==> config.mk <==
export PLATFORM = sky130hd
export DESIGN_NAME = sfg_gen_step
export DESIGN_NICKNAME = d
export VERILOG_FILES = /design/src/sv/sfg_pkg.sv /design/src/sv/sfg_gen_step.sv
export SDC_FILE = /design/constraint.sdc
export NUM_CORES = 1
export LEC_CHECK = 0
export BUFFER_PORTS_ARGS = -buffer_cell sky130_fd_sc_hd__buf_2
export CAP_MARGIN = 0
export CORE_AREA = 2 2 117 119
export DETAILED_ROUTE_END_ITERATION = 7
export DIE_AREA = 0 0 119 121
export PLACE_DENSITY = 0.61
export SYNTH_ARGS = -nofsm -noshare
export SYNTH_HDL_FRONTEND = slang
export SYNTH_SLANG_ARGS = --single-unit
export TNS_END_PERCENT = 20
==> constraint.sdc <==
create_clock -name vclk -period 6.9
set_input_delay 1.38 -clock vclk [all_inputs]
set_output_delay 1.38 -clock vclk [all_outputs]
set_load 0.05 [all_outputs]
==> src/sv/sfg_pkg.sv <==
// shared constants, types and helpers for the falling-sand grid engine
package sfg_pkg;

  localparam int MAX_ROWS  = 64;
  localparam int MAX_COLS  = 64;
  localparam int WORD_W    = 64;
  localparam int ROW_W     = $clog2(MAX_ROWS);
  localparam int CNT_W     = ROW_W + 1;
  localparam int SIZE_W    = 7;
  localparam int SEED_W    = 16;
  localparam int POS_W     = 6;
  localparam int STEP_COLS = 8;
  localparam int CHUNKS    = WORD_W / STEP_COLS;
  localparam int CHUNK_W   = $clog2(CHUNKS);

  localparam logic [SEED_W-1:0] SEED_DEFAULT = 16'hACE1;
  localparam logic [SEED_W-1:0] LFSR_TAPS    = 16'hB400;

  localparam logic [1:0] CFG_IDX_ROWS = 2'd0;
  localparam logic [1:0] CFG_IDX_COLS = 2'd1;
  localparam logic [1:0] CFG_IDX_SEED = 2'd2;

  typedef enum logic [1:0] {
    MODE_PLACE = 2'd0,
    MODE_CLEAR = 2'd1,
    MODE_GEN   = 2'd2,
    MODE_READ  = 2'd3
  } mode_t;

  typedef enum logic [3:0] {
    ST_IDLE,
    ST_PLACE,
    ST_READ,
    ST_G_LDDN,
    ST_G_LDUP,
    ST_G_PROC,
    ST_G_WB,
    ST_G_LAST,
    ST_TRIM,
    ST_DONE
  } state_t;

  typedef struct packed {
    logic              rd_en;
    logic [ROW_W-1:0]  rd_addr;
    logic              wr_en;
    logic [ROW_W-1:0]  wr_addr;
    logic [WORD_W-1:0] wr_data;
    logic              clr_all;
  } grid_req_t;

  // register value limited to the physical size
  function automatic logic [SIZE_W-1:0] clamp_size(input logic [SIZE_W-1:0] v, input int lim);
    logic [SIZE_W-1:0] res;
    res = v;
    if (int'(v) > lim) begin
      res = SIZE_W'(lim);
    end
    return res;
  endfunction

endpackage

==> src/sv/sfg_gen_step.sv <==
// one chunk of columns of a generation on the current row pair
module sfg_gen_step
  import sfg_pkg::*;
(
  input  logic [WORD_W-1:0]  up_i,
  input  logic [WORD_W-1:0]  dn_i,
  input  logic [SEED_W-1:0]  lfsr_i,
  input  logic [CHUNK_W-1:0] chunk_i,
  input  logic [SIZE_W-1:0]  ncols_i,
  output logic [WORD_W-1:0]  up_o,
  output logic [WORD_W-1:0]  dn_o,
  output logic [SEED_W-1:0]  lfsr_o
);

  logic [WORD_W-1:0] u;
  logic [WORD_W-1:0] d;
  logic [SEED_W-1:0] l;
  logic [SIZE_W-1:0] x;
  logic              lf;
  logic              rf;
  logic              pick;

  // the row words are rotated so that the current chunk sits in the low bits
  always_comb begin
    u    = up_i;
    d    = dn_i;
    l    = lfsr_i;
    x    = '0;
    lf   = 1'b0;
    rf   = 1'b0;
    pick = 1'b0;
    for (int k = 0; k < STEP_COLS; k++) begin
      x  = SIZE_W'({chunk_i, CHUNK_W'(0)}) + SIZE_W'(k);
      lf = 1'b0;
      rf = 1'b0;
      if (x < ncols_i && u[k]) begin
        if (!d[k]) begin
          d[k] = 1'b1;
          u[k] = 1'b0;
        end else begin
          lf = (x != '0) && !d[(k + WORD_W - 1) % WORD_W];
          rf = ((x + SIZE_W'(1)) < ncols_i) && !d[k + 1];
          if (lf && rf) begin
            pick = l[0];
            l    = l >> 1;
            if (pick) begin
              l  = l ^ LFSR_TAPS;
              lf = 1'b0;
            end else begin
              rf = 1'b0;
            end
          end
          if (lf) begin
            d[(k + WORD_W - 1) % WORD_W] = 1'b1;
            u[k] = 1'b0;
          end else if (rf) begin
            d[k + 1] = 1'b1;
            u[k] = 1'b0;
          end
        end
      end
    end
    up_o   = {u[STEP_COLS-1:0], u[WORD_W-1:STEP_COLS]};
    dn_o   = {d[STEP_COLS-1:0], d[WORD_W-1:STEP_COLS]};
    lfsr_o = l;
  end

endmodule

### Word level (Yosys, flattened, before mapping)

Index checks and enable logic that the tools add are counted.

| word-level totals | value |
|---|---|
| input port bits | 154 |
| output and inout bits | 144 |
| register bits | 0 |

| cells by class | value |
|---|---|
| bitwise gates (word level) | 8 |
| reduce and logical (&&, ||, !) cells | 56 |
| $add $sub $neg | 14 |
| order comparisons | 15 |
| multiplexer cells | 177 |

Operators with widths:

| cell | count |
|---|---|
| $mux W16 | 32 |
| $mux W1 | 137 |
| $lt A7 B7 Y1 | 14 |
| $reduce_bool A7 Y1 | 8 |
| $add A7 B1 Y7 const B | 7 |
| $logic_and A1 B1 Y1 | 32 |
| $not A3 Y4 | 8 |
| $add A6 B3 Y7 const B | 4 |
| $mux W3 | 7 |
| $logic_not A1 Y1 | 16 |
| $add A6 B2 Y7 const B | 2 |
| $add A6 B1 Y7 const B | 1 |
| $lt A6 B7 Y1 | 1 |
| $mux W2 | 1 |

### Longest topological paths before layout

Gate-level depths: netlist (run 1).

| depth | value |
|---|---|
| depth after elaboration | 81 |
| mapped depth | 19 |

### Worst setup path after synthesis (run 1)

No wires, ideal clock.

| timing path | value |
|---|---|
| path type | input -> output |
| from | input chunk_i[0] |
| to | output dn_o[62] |
| slack | -661 ps |
| stages on the path | 16 |
| data required time | 5,520 ps |
| data arrival time | 6,181 ps |
| cell sequence | inv_1 > ha_1 > nand4bb_1 > buf_2 > o41a_1 > a21o_1 > o31ai_1 > buf_4 > mux2i_2 > mux2_2 > nand2_1 > a311oi_1 > nand2_1 > o21ai_1 > nor2_1 > o31ai_1 |

| on the way | value |
|---|---|
| cells in the longest elaborated chain, start to end | 47 |
| elaborated cells on any way between the ends | 194 |
| classes of those cells | add/sub (14); order compare (15); mux (118); reduce/logical (47) |

RTL lines:

| element | line | RTL |
|---|---|---|
| start, declared | sfg_gen_step.sv:8 | `input logic [CHUNK_W-1:0] chunk_i,` |
| parallel branches: the longest is 46 deep, another holds $add A6 B1 Y7 | -- |  |
| $mux W3 * | sfg_gen_step.sv:36 | `if (x < ncols_i && u[k]) begin` |
| end, declared | sfg_gen_step.sv:11 | `output logic [WORD_W-1:0] dn_o,` |

Mark *: on every way between the ends. The select of a mux whose other input is x is not followed.

### Final worst setup path (run 1)

| timing path | value |
|---|---|
| from | input chunk_i[0] |
| to | output lfsr_o[6] |

| on the way | value |
|---|---|
| cells in the longest elaborated chain, start to end | 46 |
| elaborated cells on any way between the ends | 194 |
| classes of those cells | add/sub (14); order compare (15); mux (115); bitwise (3); reduce/logical (47) |

RTL lines:

| element | line | RTL |
|---|---|---|
| parallel branches: the longest is 45 deep, another holds $add A6 B1 Y7 | -- |  |
| $mux W16 * | sfg_gen_step.sv:36 |  |
| end, declared | sfg_gen_step.sv:12 | `output logic [SEED_W-1:0] lfsr_o` |

Marked as above.

==> results.md, run 1 <==
- Result of the run: finished clean
- Power consumption: 0.497 mW
- Cell chain of the critical path: buf_12 > inv_12 > ha_4 > nand4bb_4 > o41a_1 > a21o_1 > o41ai_4 > buf_4 > a2111oi_4 > o41a_4 > buf_6 > and3_4 > nor2_4 > mux2_4 > o22ai_4 > nor4_4 > buf_4 > or2_1 > buf_6 > mux2i_4 > buf_6
- Input/output buffers: 78
- Combinational family with the most area after synthesis: compound AO/OA/AOI/OAI gates
- GRT Max-Usage Layer: met2
- Routed Antenna Nets: 0
- Total power per unit cell area: 103 nW/um2
- Total area of sequential cells: 0 um2
- Combinational cell fraction of total power: 1.000
- CP Class: in2out
- Number of remaining DRC errors: 0
- Compound-Gate Fraction of Synth Area: 0.278
- Number of cells in the finished layout apart from fillers: 738
- DRT Wirelength: 11800 um
- Static leakage power: 2.06 nW
- FFs & Latches: 0
- Layout overhead on the synthesized area: 35.1%
- Final HPWL DP: 9780 um
- Die extent in y: 121 um
- Die area: 14400 um2
- Total Routing Usage GR: 0.154
- Most frequent standard cell in the layout excluding fill and tap cells: buf_4
- Unrepaired setup endpoints after global routing: yes
- Total non-filler cell area in the finished layout: 4810 um2
- Worst stage delay on the critical path: 490 ps
- Ys Warns: 0
- Max FO, Critical Path: 4
- Worst slew margin relative to its limit: 0.581
- Fraction of layout cells with a size suffix above 1: 0.495
- Number of hold buffers added after CTS: 0
- Seq/Total Area, Yosys: 0
- Met1 Track Usage GR: 0.194
- Maximum resistive drop on vdd: 0.0425 mV
- Mapped Nets: 671
- Total via count after detailed routing: 3805
- Crit path arrival time: 5520 ps
- Internal power component: 0.210 mW
- Critical path data required time: 5520 ps
- First-pass iteration count of the detailed router: 5
- Reported net switching power: 0.287 mW
- Slew of the pin with the lowest slew margin: 622 ps
- Pin count of the biggest net entering global routing: 15
- Count of different cell masters after synthesis: 74
- Setup Viol. Count Final: 0
- Max-slew violation total from the final report: 0
- Minimum period implied by the final worst setup slack: 6900 ps
- Core Area: 13100 um2
- Mapped cell area: 3560 um2
- Number of standard cells after synthesis: 507
- Post-DR wirelength/cell: 16.0 um
- Max cap viols: 0
- Global-route wire length before repair: 18800 um
- Xor/xnor share of the synthesized area: 0.0492
- Kind of end point of the critical path: output port
- Initial Util: 0.272
- Met2 GRT Util: 0.282
- Critical Path Most Common Cell: buf_6
- Sum of overflow across all layers after global routing: 0
- Power share of the sequential group: 0
- Number of clock buffers in the layout: 0
- Post-layout net count: 728
- First DRT Iteration DRCs: 199
- Classification of the worst-slack hold path: in2out
- Maximum frequency from static timing analysis: 145 MHz
- Area post-placement: 4300 um2
- Post-synthesis simple-gate area fraction: 0.209
- Element type at the critical path start: input port
- Met3 usage: 0.0211
- Leading cell types in the layout, fill and taps excluded: 97 x buf_4, 55 x buf_2, 39 x nor2_1
- Antenna cells: 0
- Number of antenna violations at the first check in global routing: 0
- Cell row count: 42
- Placer Congestion: 0.861
- Clk pwr share: 0
- Switching power as a share of total power: 0.577
- Vias per cell: 5.16
- Final number of hold-violating endpoints: 0
- Count of placed standard cells including taps: 730
- CP max stage cell: o41ai_4
- Synthesized area per cell: 7.03 um2
- Adder and majority gate portion of the synthesized area: 0.0351
- Post-route clock period utilization: 1.00
- Share of cell area taken by muxes after synthesis: 0.152
- Number of global-route vias before repair: 3882
- X dimension of the die: 119 um
- Number of top-level pins: 298
==> power groups by stage <==
stage | logic (mW) | registers (mW) | clock network [mW]
floorplan | 0.464 | 0 | 0
global placement | 0.431 | 0 | 0
detailed placement | 0.436 | 0 | 0
CTS | 0.458 | 0 | 0
global route | 0.535 | 0 | 0
finish | 0.497 | 0 | 0
==> critical path: cells and delay by family <==
family	cells	cell delay, ps
and+or+nand+nor	5	720
adders and majority gates	1	190
AOI/OAI and AO/OA	6	1700
muxes	2	510
buffers and inverters	7	1010
==> routing by layer <==
metal,routed length (um),vias to the layer above,part of all wire
met1,5190,1789,0.44
li1,-,1841,-
met2,5850,145,0.49
met3,609,30,0.051
met4,184,0,0.016
met5,0,-,0
==> cell usage after synthesis (6+ instances only) <==
library cell    n  share of area
a21oi_1        26          0.037
a21boi_0        7          0.015
o31ai_1         6          0.013
or2_2           7          0.012
mux2i_1        40           0.11
nand2_1        32          0.034
inv_1          15          0.016
ha_1           10          0.035
and2_1          6          0.011
xnor2_1        12          0.030
mux2_2          8          0.025
buf_4         112           0.24
clkbuf_1       11          0.012
nor2_1         42          0.044
nand3_1         8          0.011
a211oi_1        6          0.013
nor3_1          9          0.013
o21ai_0        30          0.042
xor2_1          8          0.020
o21a_1          7          0.015
==> cell type report <==
type	instances	area [um2]
repair buffers	185	1410
multi-input cells	362	3110
inverters	15	71.3
well taps	176	220
fillers	1358	8270
==> path summary, 6_finish.rpt <==
| kind | slack (ps) | endpoint | cells after the start | from |
|---|---|---|---|---|
| hold / removal | 2760 | dn_o[4] | 0 | dn_i[12] |
| setup / recovery | 3 | lfsr_o[6] | 21 | chunk_i[0] |
==> timing repair <==
item	4_1_cts	5_1_grt
resized for setup	36	79
endpoints found under the setup margin	18	18
pin swaps	11	18
setup buffers	1	9
==> per-stage QoR <==
stage          utilization  worst slack (ps)  hold WS (ps)  TNS [ps]
4_1_cts              0.341             -23.4          2760     -50.9
5_1_grt              0.368              -178          2760     -1550
3_3_place_gp         0.328              -227          2760     -2890
2_1_floorplan            -             -79.1          2930      -818
3_5_place_dp         0.328              -262          2760     -3640
6_report             0.368              2.81          2760         0
==> logic make-up (layout without fill, tap and decap cells) <==
group                    after synthesis  after routing
buffers and inverters                145            200
AND/OR/NAND/NOR                      143            143
AO/OA/AOI/OAI                        138            138
multiplexers                          51             51
XOR/XNOR                              20             20
adder cells (fa/ha/maj)               10             10
No activity file was read; power rests on OpenSTA's default activity.
==> run 2, diff against run 1 <==
- REMOVE_ABC_BUFFERS: not set -> 1
==> run 2 against run 1 <==
Effect of this change: the run now ends with setup timing left; final area down 7.7%; routed wire length up 52%; combinational power down 11%.
==> results.md, run 2 (synthesis gave the netlist of run 1 again) <==
- Total Routing Usage GR: 0.238
- Met3 Wirelength: 2720 um
- Worst min-delay path startpoint: up_i[18]
- Placer Congestion: 0.873
- Final HPWL DP: 15300 um
- Number of cells in the finished layout apart from fillers: 745
- Global-route wire length before repair: 25500 um
- Number of antenna violations at the first check in global routing: 0
- Worst slack, placed: -373 ps
- Count of placed standard cells including taps: 734
- First-pass iteration count of the detailed router: 4
- Final number of hold-violating endpoints: 0
- Element type at the critical path start: input port
- Most frequent standard cell in the layout excluding fill and tap cells: buf_4
- Cell row count: 42
- Result of the run: complete, but fails checks
- Initial Util: 0.272
- Post-route clock period utilization: 1.00
- Crit path arrival time: 5550 ps
- Violated checks: setup timing
- Input/output buffers: 78
- Sum of overflow across all layers after global routing: 0
- Number of top-level pins: 298
- Max-slew violation total from the final report: 0
- Number of hold buffers added after CTS: 0
- Setup Viol. Count Final: 4
- First DRT Iteration DRCs: 254
- Launch point of the worst path: ncols_i[3]
- Area post-placement: 4020 um2
- Unrepaired setup endpoints after global routing: yes
- Total area of sequential cells: 0 um2
- Classification of the worst-slack hold path: in2out
- Critical path data required time: 5520 ps
- Total via count after detailed routing: 3877
- Minimum period implied by the final worst setup slack: 6930 ps
- Number of clock buffers in the layout: 0
- Static leakage power: 1.98 nW
- FFs & Latches: 0
- Worst slew margin relative to its limit: 0.651
- DRT Wirelength: 18000 um
- Final worst slack: -28.3 ps
- Kind of end point of the critical path: output port
- Number of remaining DRC errors: 0
- Met2 wire length: 7690 um
- M1 wire length: 6500 um
- DR top layer: met5
- Total power per unit cell area: 99.5 nW/um2
- Routed Antenna Nets: 0
- Maximum frequency from static timing analysis: 144 MHz
- Antenna cells: 0
- Slew of the pin with the lowest slew margin: 519 ps
- Worst Hold End: up_o[10]
- Number of global-route vias before repair: 3753
- X dimension of the die: 119 um
- Maximum resistive drop on vdd: 0.0500 mV
- Max FO, Critical Path: 8
- Die extent in y: 121 um
- Post-layout net count: 735
- Pin count of the biggest net entering global routing: 15
- Core Area: 13100 um2
- CP Class: in2out
- Layout overhead on the synthesized area: 24.7%
- Leading cell types in the layout, fill and taps excluded: 121 x buf_4, 59 x buf_2, 40 x nor2_1
- Worst hold path stage count: 0
- Vias per cell: 5.20
- Die area: 14400 um2
- Setup TNS after final layout: -61.4 ps
- Fraction of layout cells with a size suffix above 1: 0.457
- Total non-filler cell area in the finished layout: 4440 um2
- Post-DR wirelength/cell: 24.2 um
- Max cap viols: 0
## run 2: timing repair
item                                    4_1_cts  5_1_grt
endpoints found under the setup margin       18       19
gates cloned                                  1        0
setup buffers                                 5        6
resized for setup                            35       44
pin swaps                                     4        4
## run 2: worst max path at each step
| stage | to |
|---|---|
| 2_1_floorplan | lfsr_o[6] |
| 3_3_place_gp | dn_o[0] |
| 3_5_place_dp | dn_o[0] |
| 4_1_cts | lfsr_o[8] |
| 5_1_grt | dn_o[62] |
| 6_report | lfsr_o[4] |
## run 2: worst max-delay path, cell delays in order
cell	delay, ps
buf_6	90
inv_2	70
ha_4	210
nand4bb_4	200
o41a_1	400
a21o_4	260
o41ai_4	470
nor4_2	110
o41a_4	480
buf_6	150
a2111oi_4	280
buf_4	180
nand2_1	70
buf_4	150
buf_4	150
buf_6	130
mux2_2	290
mux2i_2	170
mux2i_1	110
buf_4	200
## run 2: metal layers
layer  vias up  track usage
met1      1730        0.253
met5         -       0.0735
met3        40        0.155
met2       251        0.364
li1       1852            -
met4         4        0.105
## run 2: report_power, final
group / internal (mW) / switching [mW] / leakage, nW
Clock: 0 / 0 / 0
Combinational: 0.182 / 0.260 / 1.98
Sequential: 0 / 0 / 0
## run 2: cell type report
cell class                      instances  area [um2]
Fill cell                            1389        8640
Multi-Input combinational cell        362        2840
Inverter                               15        56.3
Tap cell                              176         220
Timing Repair Buffer                  192        1320
## run 2: metrics by stage
step / util / total power [mW] / hold WS [ps]
after floorplan: - / 0.255 / 2760
after global placement: 0.307 / 0.398 / 2760
after detailed placement: 0.307 / 0.398 / 2760
after CTS: 0.325 / 0.421 / 2760
after global routing: 0.339 / 0.479 / 2760
final: 0.339 / 0.442 / 2760
